`src/rtl/core/vcdt_pkg.sv`:
```
`timescale 1ns / 1ps
// ----------------------------------------------------------------------------
// vcdt_pkg: shared types, constants and microcode for the delay tracker
// Holds the control word layout, the condition and micro-op codes, the
// register indexes of the configuration port and the microcode program.
// ----------------------------------------------------------------------------
package vcdt_pkg;

  // default nanoseconds per microsecond
  localparam int unsigned NS_PER_US_DEFAULT = 1000;

  // field widths fixed by the interface
  localparam int unsigned TIME_W    = 63;
  localparam int unsigned AMOUNT_W  = 32;
  localparam int unsigned RATIO_W   = 32;
  localparam int unsigned CFG_US_W  = 16;
  localparam int unsigned PROD_W    = AMOUNT_W + RATIO_W;
  localparam int unsigned FRAC_W    = 16;
  localparam int unsigned SCALED_W  = PROD_W - FRAC_W;
  localparam int unsigned CFG_IDX_W = 2;
  localparam int unsigned CFG_DAT_W = 32;

  localparam logic [RATIO_W-1:0] RATIO_ONE = RATIO_W'(32'h0001_0000);
  localparam logic [TIME_W-1:0]  TIME_MAX  = {TIME_W{1'b1}};

  // configuration register indexes
  localparam logic [CFG_IDX_W-1:0] REG_THRESHOLD = 2'd0;
  localparam logic [CFG_IDX_W-1:0] REG_PRECISION = 2'd1;
  localparam logic [CFG_IDX_W-1:0] REG_FREQ_RATIO = 2'd2;

  // micro-ops driving the datapath
  typedef enum logic [3:0] {
    OP_NOP,
    OP_LOAD,
    OP_MUL,
    OP_MOD_INIT,
    OP_MOD_STEP,
    OP_ROUND_BASE,
    OP_ROUND_ADD,
    OP_NO_ROUND,
    OP_ADD_FREE,
    OP_TIME_UPD,
    OP_BUILT,
    OP_REPORT
  } uop_e;

  // jump conditions
  typedef enum logic [2:0] {
    COND_NEVER,
    COND_ALWAYS,
    COND_NO_IN,
    COND_FUNC0,
    COND_NO_PREC,
    COND_CNT_NZ,
    COND_OUT_BUSY
  } cond_e;

  typedef logic [3:0] step_t;

  typedef struct packed {
    uop_e  op;
    cond_e cond;
    step_t jmp;
    step_t nxt;
  } ctl_word_t;

  // program addresses
  localparam step_t STEP_WAIT       = 4'd0;
  localparam step_t STEP_MUL        = 4'd1;
  localparam step_t STEP_MOD_INIT   = 4'd2;
  localparam step_t STEP_MOD_STEP   = 4'd3;
  localparam step_t STEP_ROUND_BASE = 4'd4;
  localparam step_t STEP_ROUND_ADD  = 4'd5;
  localparam step_t STEP_NO_ROUND   = 4'd6;
  localparam step_t STEP_ADD_FREE   = 4'd7;
  localparam step_t STEP_TIME_UPD   = 4'd8;
  localparam step_t STEP_BUILT      = 4'd9;
  localparam step_t STEP_REPORT     = 4'd10;

  // microcode read-only table
  function automatic ctl_word_t ucode_rom(step_t addr);
    ctl_word_t w;
    w = '{op: OP_NOP, cond: COND_ALWAYS, jmp: STEP_WAIT, nxt: STEP_WAIT};
    unique case (addr)
      STEP_WAIT:
        w = '{op: OP_LOAD, cond: COND_NO_IN, jmp: STEP_WAIT, nxt: STEP_MUL};
      STEP_MUL:
        w = '{op: OP_MUL, cond: COND_FUNC0, jmp: STEP_TIME_UPD, nxt: STEP_MOD_INIT};
      STEP_MOD_INIT:
        w = '{op: OP_MOD_INIT, cond: COND_NO_PREC, jmp: STEP_NO_ROUND,
              nxt: STEP_MOD_STEP};
      STEP_MOD_STEP:
        w = '{op: OP_MOD_STEP, cond: COND_CNT_NZ, jmp: STEP_MOD_STEP,
              nxt: STEP_ROUND_BASE};
      STEP_ROUND_BASE:
        w = '{op: OP_ROUND_BASE, cond: COND_NEVER, jmp: STEP_WAIT,
              nxt: STEP_ROUND_ADD};
      STEP_ROUND_ADD:
        w = '{op: OP_ROUND_ADD, cond: COND_NEVER, jmp: STEP_WAIT,
              nxt: STEP_ADD_FREE};
      STEP_NO_ROUND:
        w = '{op: OP_NO_ROUND, cond: COND_NEVER, jmp: STEP_WAIT,
              nxt: STEP_ADD_FREE};
      STEP_ADD_FREE:
        w = '{op: OP_ADD_FREE, cond: COND_NEVER, jmp: STEP_WAIT, nxt: STEP_BUILT};
      STEP_TIME_UPD:
        w = '{op: OP_TIME_UPD, cond: COND_NEVER, jmp: STEP_WAIT, nxt: STEP_BUILT};
      STEP_BUILT:
        w = '{op: OP_BUILT, cond: COND_NEVER, jmp: STEP_WAIT, nxt: STEP_REPORT};
      STEP_REPORT:
        w = '{op: OP_REPORT, cond: COND_OUT_BUSY, jmp: STEP_REPORT,
              nxt: STEP_WAIT};
      default:
        w = '{op: OP_NOP, cond: COND_ALWAYS, jmp: STEP_WAIT, nxt: STEP_WAIT};
    endcase
    return w;
  endfunction

endpackage

```
`src/rtl/core/virtual_cpu_delay_tracker_unit.sv`:
```
`timescale 1ns / 1ps
// ----------------------------------------------------------------------------
// virtual_cpu_delay_tracker_unit: delay bookkeeping for a simulated CPU
// Keeps current time and CPU free time, scales and rounds measured delays
// and reports the delay ahead of the current time when above threshold.
// ----------------------------------------------------------------------------
// Each input word produces exactly one output word. A time update and an
// add-delay word with rounding off skip the remainder loop; with rounding
// on, the rounding remainder is found by a bit-serial restoring modulo that
// retires one bit of the 48-bit scaled delay per cycle. A microcode table
// with a step counter sequences a 32x32 multiplier, the remainder loop and
// the 63-bit time adders. The result sits in an output register, so the
// next input word is taken while the previous result waits; the sequencer
// holds only when a new result is ready and the output register is still
// full. Configuration writes are always accepted and are meant for idle
// periods.
// ----------------------------------------------------------------------------
module virtual_cpu_delay_tracker_unit #(
  parameter int unsigned NS_PER_US = vcdt_pkg::NS_PER_US_DEFAULT
) (
  input  logic                             clk_i,
  input  logic                             rst_ni,
  // configuration write channel
  input  logic                             cfg_valid_i,
  output logic                             cfg_ready_o,
  input  logic [vcdt_pkg::CFG_IDX_W-1:0]   cfg_index_i,
  input  logic [vcdt_pkg::CFG_DAT_W-1:0]   cfg_data_i,
  // input channel
  input  logic                             in_valid_i,
  output logic                             in_ready_o,
  input  logic                             func_i,
  input  logic [vcdt_pkg::TIME_W-1:0]      event_time_i,
  input  logic [vcdt_pkg::AMOUNT_W-1:0]    delay_amount_i,
  // output channel
  output logic                             out_valid_o,
  input  logic                             out_ready_i,
  output logic [vcdt_pkg::TIME_W-1:0]      pending_delay_o,
  output logic                             blocked_o
);
  import vcdt_pkg::*;

  // nanosecond widths of the scaled configuration values
  localparam int unsigned NS_W  = CFG_US_W + $clog2(NS_PER_US + 1);
  localparam int unsigned ADD_W = ((SCALED_W > NS_W) ? SCALED_W : NS_W) + 1;
  localparam int unsigned CNT_W = $clog2(SCALED_W);

  // configuration registers, threshold and precision kept in nanoseconds
  logic [NS_W-1:0]    thr_ns_q;
  logic [NS_W-1:0]    prec_ns_q;
  logic [RATIO_W-1:0] ratio_q;

  // sequencer
  step_t     step_q, step_d;
  ctl_word_t ctl;
  logic      cond_hit;

  // latched input word
  logic                func_q;
  logic [TIME_W-1:0]   event_q;
  logic [AMOUNT_W-1:0] amount_q;

  // datapath registers
  logic [PROD_W-1:0]   prod_q;
  logic [SCALED_W-1:0] sh_q;
  logic [NS_W-1:0]     rem_q;
  logic [CNT_W-1:0]    cnt_q;
  logic [SCALED_W-1:0] base_q;
  logic                up_q;
  logic [ADD_W-1:0]    addv_q;
  logic [TIME_W-1:0]   built_q;
  logic [TIME_W-1:0]   cur_q, cur_d;
  logic [TIME_W-1:0]   free_q, free_d;

  // output register
  logic              out_valid_q, out_valid_d;
  logic [TIME_W-1:0] pend_q;
  logic              blk_q;
  logic              out_busy;
  logic              out_load;

  // datapath helpers
  logic [SCALED_W-1:0] scaled;
  logic [NS_W:0]       mod_try;
  logic [TIME_W:0]     free_sum;
  logic                over_thr;

  // configuration writes
  assign cfg_ready_o = 1'b1;

  always_ff @(posedge clk_i or negedge rst_ni) begin
    if (!rst_ni) begin
      thr_ns_q  <= '0;
      prec_ns_q <= '0;
      ratio_q   <= RATIO_ONE;
    end else if (cfg_valid_i) begin
      unique case (cfg_index_i)
        REG_THRESHOLD:  thr_ns_q  <= NS_W'(cfg_data_i[CFG_US_W-1:0]) * NS_W'(NS_PER_US);
        REG_PRECISION:  prec_ns_q <= NS_W'(cfg_data_i[CFG_US_W-1:0]) * NS_W'(NS_PER_US);
        REG_FREQ_RATIO: ratio_q   <= cfg_data_i[RATIO_W-1:0];
        default: ;
      endcase
    end
  end

  // microcode fetch and jump condition
  assign ctl        = ucode_rom(step_q);
  assign out_busy   = out_valid_q & ~out_ready_i;
  assign in_ready_o = (ctl.op == OP_LOAD);

  always_comb begin
    unique case (ctl.cond)
      COND_NEVER:    cond_hit = 1'b0;
      COND_ALWAYS:   cond_hit = 1'b1;
      COND_NO_IN:    cond_hit = ~in_valid_i;
      COND_FUNC0:    cond_hit = ~func_q;
      COND_NO_PREC:  cond_hit = (prec_ns_q == '0);
      COND_CNT_NZ:   cond_hit = (cnt_q != '0);
      COND_OUT_BUSY: cond_hit = out_busy;
      default:       cond_hit = 1'b0;
    endcase
    step_d = cond_hit ? ctl.jmp : ctl.nxt;
  end

  always_ff @(posedge clk_i or negedge rst_ni) begin
    if (!rst_ni) begin
      step_q <= STEP_WAIT;
    end else begin
      step_q <= step_d;
    end
  end

  // combinational pieces of the datapath
  assign scaled   = prod_q[PROD_W-1:FRAC_W];
  assign mod_try  = {rem_q, sh_q[SCALED_W-1]};
  assign free_sum = {1'b0, free_q} + (TIME_W + 1)'(addv_q);
  assign over_thr = (thr_ns_q != '0) && (built_q > TIME_W'(thr_ns_q));
  assign out_load = (ctl.op == OP_REPORT) && !out_busy;

  // payload datapath, no reset needed
  always_ff @(posedge clk_i) begin
    unique case (ctl.op)
      OP_LOAD: begin
        if (in_valid_i) begin
          func_q   <= func_i;
          event_q  <= event_time_i;
          amount_q <= delay_amount_i;
        end
      end
      OP_MUL: begin
        prod_q <= PROD_W'(amount_q) * PROD_W'(ratio_q);
      end
      OP_MOD_INIT: begin
        sh_q  <= scaled;
        rem_q <= '0;
        cnt_q <= CNT_W'(SCALED_W - 1);
      end
      OP_MOD_STEP: begin
        // restoring remainder step, one bit per cycle
        if (mod_try >= {1'b0, prec_ns_q}) begin
          rem_q <= NS_W'(mod_try - {1'b0, prec_ns_q});
        end else begin
          rem_q <= NS_W'(mod_try);
        end
        sh_q  <= {sh_q[SCALED_W-2:0], 1'b0};
        cnt_q <= cnt_q - CNT_W'(1);
      end
      OP_ROUND_BASE: begin
        base_q <= scaled - SCALED_W'(rem_q);
        up_q   <= ({rem_q, 1'b0} >= {1'b0, prec_ns_q});
      end
      OP_ROUND_ADD: begin
        addv_q <= ADD_W'(base_q) + (up_q ? ADD_W'(prec_ns_q) : '0);
      end
      OP_NO_ROUND: begin
        addv_q <= ADD_W'(scaled);
      end
      OP_BUILT: begin
        built_q <= free_q - cur_q;
      end
      default: ;
    endcase
  end

  // time state update
  always_comb begin
    cur_d  = cur_q;
    free_d = free_q;
    unique case (ctl.op)
      OP_TIME_UPD: begin
        cur_d = event_q;
        if (free_q < event_q) begin
          free_d = event_q;
        end
      end
      OP_ADD_FREE: begin
        // saturate at the largest representable time
        free_d = free_sum[TIME_W] ? TIME_MAX : free_sum[TIME_W-1:0];
      end
      default: ;
    endcase
  end

  always_ff @(posedge clk_i or negedge rst_ni) begin
    if (!rst_ni) begin
      cur_q  <= '0;
      free_q <= '0;
    end else begin
      cur_q  <= cur_d;
      free_q <= free_d;
    end
  end

  // output register
  assign out_valid_d = out_load | out_busy;

  always_ff @(posedge clk_i or negedge rst_ni) begin
    if (!rst_ni) begin
      out_valid_q <= 1'b0;
    end else begin
      out_valid_q <= out_valid_d;
    end
  end

  always_ff @(posedge clk_i) begin
    if (out_load) begin
      pend_q <= over_thr ? built_q : '0;
      blk_q  <= over_thr;
    end
  end

  assign out_valid_o     = out_valid_q;
  assign pending_delay_o = pend_q;
  assign blocked_o       = blk_q;

  // free time never falls behind current time
  a_free_ahead: assert property (@(posedge clk_i) disable iff (!rst_ni)
    free_q >= cur_q)
    else $error("free time behind current time");

  // a new output word only comes from the report step
  a_out_from_report: assert property (@(posedge clk_i) disable iff (!rst_ni)
    $rose(out_valid_q) |-> $past(step_q) == STEP_REPORT)
    else $error("output word raised outside report step");

  // blocked flag agrees with the reported delay
  a_blk_consistent: assert property (@(posedge clk_i) disable iff (!rst_ni)
    out_valid_q |-> (blk_q == (pend_q != '0)))
    else $error("blocked flag disagrees with pending delay");

  // the final remainder is below the rounding step when the loop ends
  a_rem_bound: assert property (@(posedge clk_i) disable iff (!rst_ni)
    (step_q == STEP_ROUND_BASE) |-> (rem_q < prec_ns_q))
    else $error("remainder not reduced below rounding step");

  // the report step holds while the output register is full
  a_stall_report: assert property (@(posedge clk_i) disable iff (!rst_ni)
    (step_q == STEP_REPORT && out_busy) |=> step_q == STEP_REPORT)
    else $error("report step left while output register full");

endmodule

```
`config.mk`:
```
export PLATFORM = sky130hd
export DESIGN_NAME = virtual_cpu_delay_tracker_unit
export DESIGN_NICKNAME = d
export VERILOG_FILES = /design/src/rtl/core/vcdt_pkg.sv /design/src/rtl/core/virtual_cpu_delay_tracker_unit.sv
export SDC_FILE = /design/constraint.sdc
export NUM_CORES = 2
export LEC_CHECK = 0
export BUFFER_PORTS_ARGS = -buffer_cell sky130_fd_sc_hd__buf_2
export CAP_MARGIN = 10
export CORE_MARGIN = 1
export CORE_UTILIZATION = 65
export DETAILED_ROUTE_END_ITERATION = 8
export PLACE_DENSITY = 0.83
export SLEW_MARGIN = 10
export SYNTH_ARGS = -nofsm -noshare
export SYNTH_HDL_FRONTEND = slang
export SYNTH_SLANG_ARGS = --single-unit
```
`constraint.sdc`:
```
create_clock -name clk_i -period 20.4 [get_ports clk_i]
set_input_delay 3.06 -clock clk_i [delete_from_list [all_inputs] [get_ports clk_i]]
set_output_delay 3.06 -clock clk_i [all_outputs]
set_load 0.02 [all_outputs]
```
==> results.toml <==
[global_route]
grt_pass1_vias = 55986
grt_max_degree = 94
grt_pass1_wl_um = 300000
antenna_found_initial = 2
grt_overflow = 0
track_usage_pct = 34.5

[synth]
ys_seq_area_share_pct = 25.9
synth-edff-count = 449
syn_inst = 7458
ys_ff_latch = 658
syn_area_mm2 = 0.0723
synth_xor_area_share_pct = 3.28
synth_top_family_by_area = "adder cells"
synthAdderAreaFrac_pct = 36.6
synth.avg_cell_area_um2 = 9.69
synthSimpleGateAreaFrac_pct = 15.8
muxShareOfSynthArea_pct = 1.04
yosys_warnings = 0
yosysUniqueCellTypes = 101
synthArstFlopShare_pct = 31.8
synth_ff_type = "edfxtp_1"
synth_nets = 9134
synth_compound_area_share_pct = 9.26

[worst_setup_path]
endpoint = "prod_q[60]"
worstRegToRegCells = 26
critPathArrivalTime_ns = 9.39
end_kind = "register"
cp.required_ns = 20.86
cp_max_fo = 33
start_kind = "register"
startpoint = "ratio_q[6]"
r2r_end = "prod_q[60]"
timing.rr.start = "ratio_q[6]"
r2r_slack_ns = 11.47
worstSetupPathType = "reg2reg"

[sta]
grt_setup_unrepaired = "no"
drv_slew = 0
fin_setup_tns_ns = 0
maxSlewHeadroom_pct = 25.3
fin_skew_ns = 0.0645
hold_violations = 0
final.period_utilization_pct = 43.8
setup_viol = 0
clock.fmax_mhz = 112
holdWs_ns = 0.472
worst_pin_slew_ns = 1.12
finalCriticalPeriod_ns = 8.93

[clock_network]
cts_buffer_depth = 3
post_cts_buffers = 0
cts_inserted_buffers = 76
ctsHtreeMaxLevel = 3
clock_sinks = 658
clk_latency_ns = 0.70
cts_hold_buf = 0
clk_pin_slew_worst_paths_ns = 0.06
root_buffer = "clkbuf_16"
ctsResizeCount = 0
cts_tree = "yes"

[routing]
wl_per_cell_um = 20.9
vias = 53377
drc_errors = 0
wl_um = 189000
drtIter0Drc = 4679
viasPerCell = 5.90
ant_nets = 0
dr.pass1.iters = 8

[layout]
drive_above_1_share_pct = 6.86
final_util_pct = 70.4
area_delta_synth_final_pct = 6.74
final_cell_mix = "inv_1, fa_1, nand2_1"
layout_commonest_cell = "inv_1"
final_nets = 9176
fillers = 8095

[placement]
gp_congestion = 0.991
place.port_buffers = 200
place_hpwl_um = 147000

[floorplan]
initial_core_util_pct = 65.9
coreArea_mm2 = 0.110
chipHeight_um = 335
ios = 202
die_x_um = 335
die-area_mm2 = 0.113
placementRows = 121

[job]
maxCapViolCount = 0

[run_status]
status = "complete, no violations"

[hold_path]
worstHoldPathType = "reg2reg"
==> kinds of logic (layout without fill, tap and decap cells) <==
logic type / Yosys count / count (layout)
AO/OA/AOI/OAI: 1078 / 1078
adder cells (fa/ha/maj): 1541 / 1541
flip-flops: 658 / 658
AND/OR/NAND/NOR: 2280 / 2280
other: 1 / 2
XOR/XNOR: 270 / 270
buffers and inverters: 1563 / 1668
multiplexers: 67 / 67
==> worst min-delay path by stage <==
stage                    from   endpoint  slack (ns)  cells past startpoint
finish              cur_q[58]  cur_q[58]        0.47                      2
global placement     cur_q[4]   cur_q[4]        0.46                      2
CTS                 cur_q[25]  cur_q[25]        0.48                      2
floorplan           cur_q[10]  cur_q[10]        0.45                      2
global route        cur_q[18]  cur_q[18]        0.49                      2
detailed placement  cur_q[25]  cur_q[25]        0.47                      2
==> synthesized netlist by cell type (105+ instances only) <==
cell,n,area (µm²)
a21o_1,144,1080
a21oi_1,310,1550
and2_1,634,3970
clkbuf_1,300,1130
dfrtp_1,208,5200
edfxtp_1,449,13500
fa_1,954,19100
ha_1,587,7340
inv_1,1240,4650
nand2_1,924,3470
nor2_1,223,837
o21ai_0,274,1370
xnor2_1,164,1440
xor2_1,105,920
==> state kept, by name, indices dropped and copies added (netlist names), 32 cells and up <==
name	flops
prod_q	48
pending_delay_o	63
cur_q	63
sh_q	48
event_q	63
ratio_q	32
addv_q	49
free_q	63
base_q	48
amount_q	32
built_q	63
==> worst max-delay path: stages (launching register included) <==
cell      delay [ns]
dfrtp_1         1.07
and2_1          0.28
fa_1            0.45
fa_1            0.49
fa_1            0.51
inv_1           0.05
fa_1            0.50
inv_1           0.06
fa_1            0.50
inv_1           0.05
fa_1            0.54
inv_1           0.05
fa_1            0.47
inv_1           0.05
fa_1            0.48
inv_1           0.05
ha_1            0.33
and2_1          0.24
nand3_1         0.11
nor2_1          0.10
a21oi_1         0.19
nor4_1          0.97
o211ai_1        0.22
o21a_1          0.26
o21ai_2         0.34
a41oi_1         0.19
xnor2_1         0.15
==> metal layers <==
metal | up-vias | share of wire, % | wire (µm) | GRT usage [%]
met1 | 26260 | 38 | 72000 | 43.5
met4 | 0 | 5.5 | 10400 | 16.4
met2 | 2505 | 47 | 89500 | 56.9
met3 | 546 | 9.0 | 17100 | 7.36
li1 | 24066 | - | - | -
met5 | - | 0 | 0 | 0
==> per-stage QoR <==
stage / setup slack [ns] / area (µm²) / cells
4_1_cts: 11.49 / 77100 / 9039
3_5_place_dp: 11.40 / 74600 / 8898
2_1_floorplan: 12.35 / 72300 / 7458
5_1_grt: 11.20 / 77100 / 9039
6_report: 11.47 / 77100 / 9040
3_3_place_gp: 11.58 / 74600 / 8898
==> cell type report <==
cell class                      count  area, µm²  share of cell area [%]
Multi-Input combinational cell   5237      47800                    61.9
Sequential cell                   658      18700                    24.3
Inverter                         1240       4650                    6.03
Clock buffer                      103       2140                    2.77
Tap cell                         1476       1850                    2.39
Timing Repair Buffer              287       1660                    2.16
Clock inverter                     38        372                   0.482
Antenna cell                        1       2.50                 0.00324
Power is not shown: default switching activity piles up to over one toggle a cycle in this logic, so the estimate is an artifact.
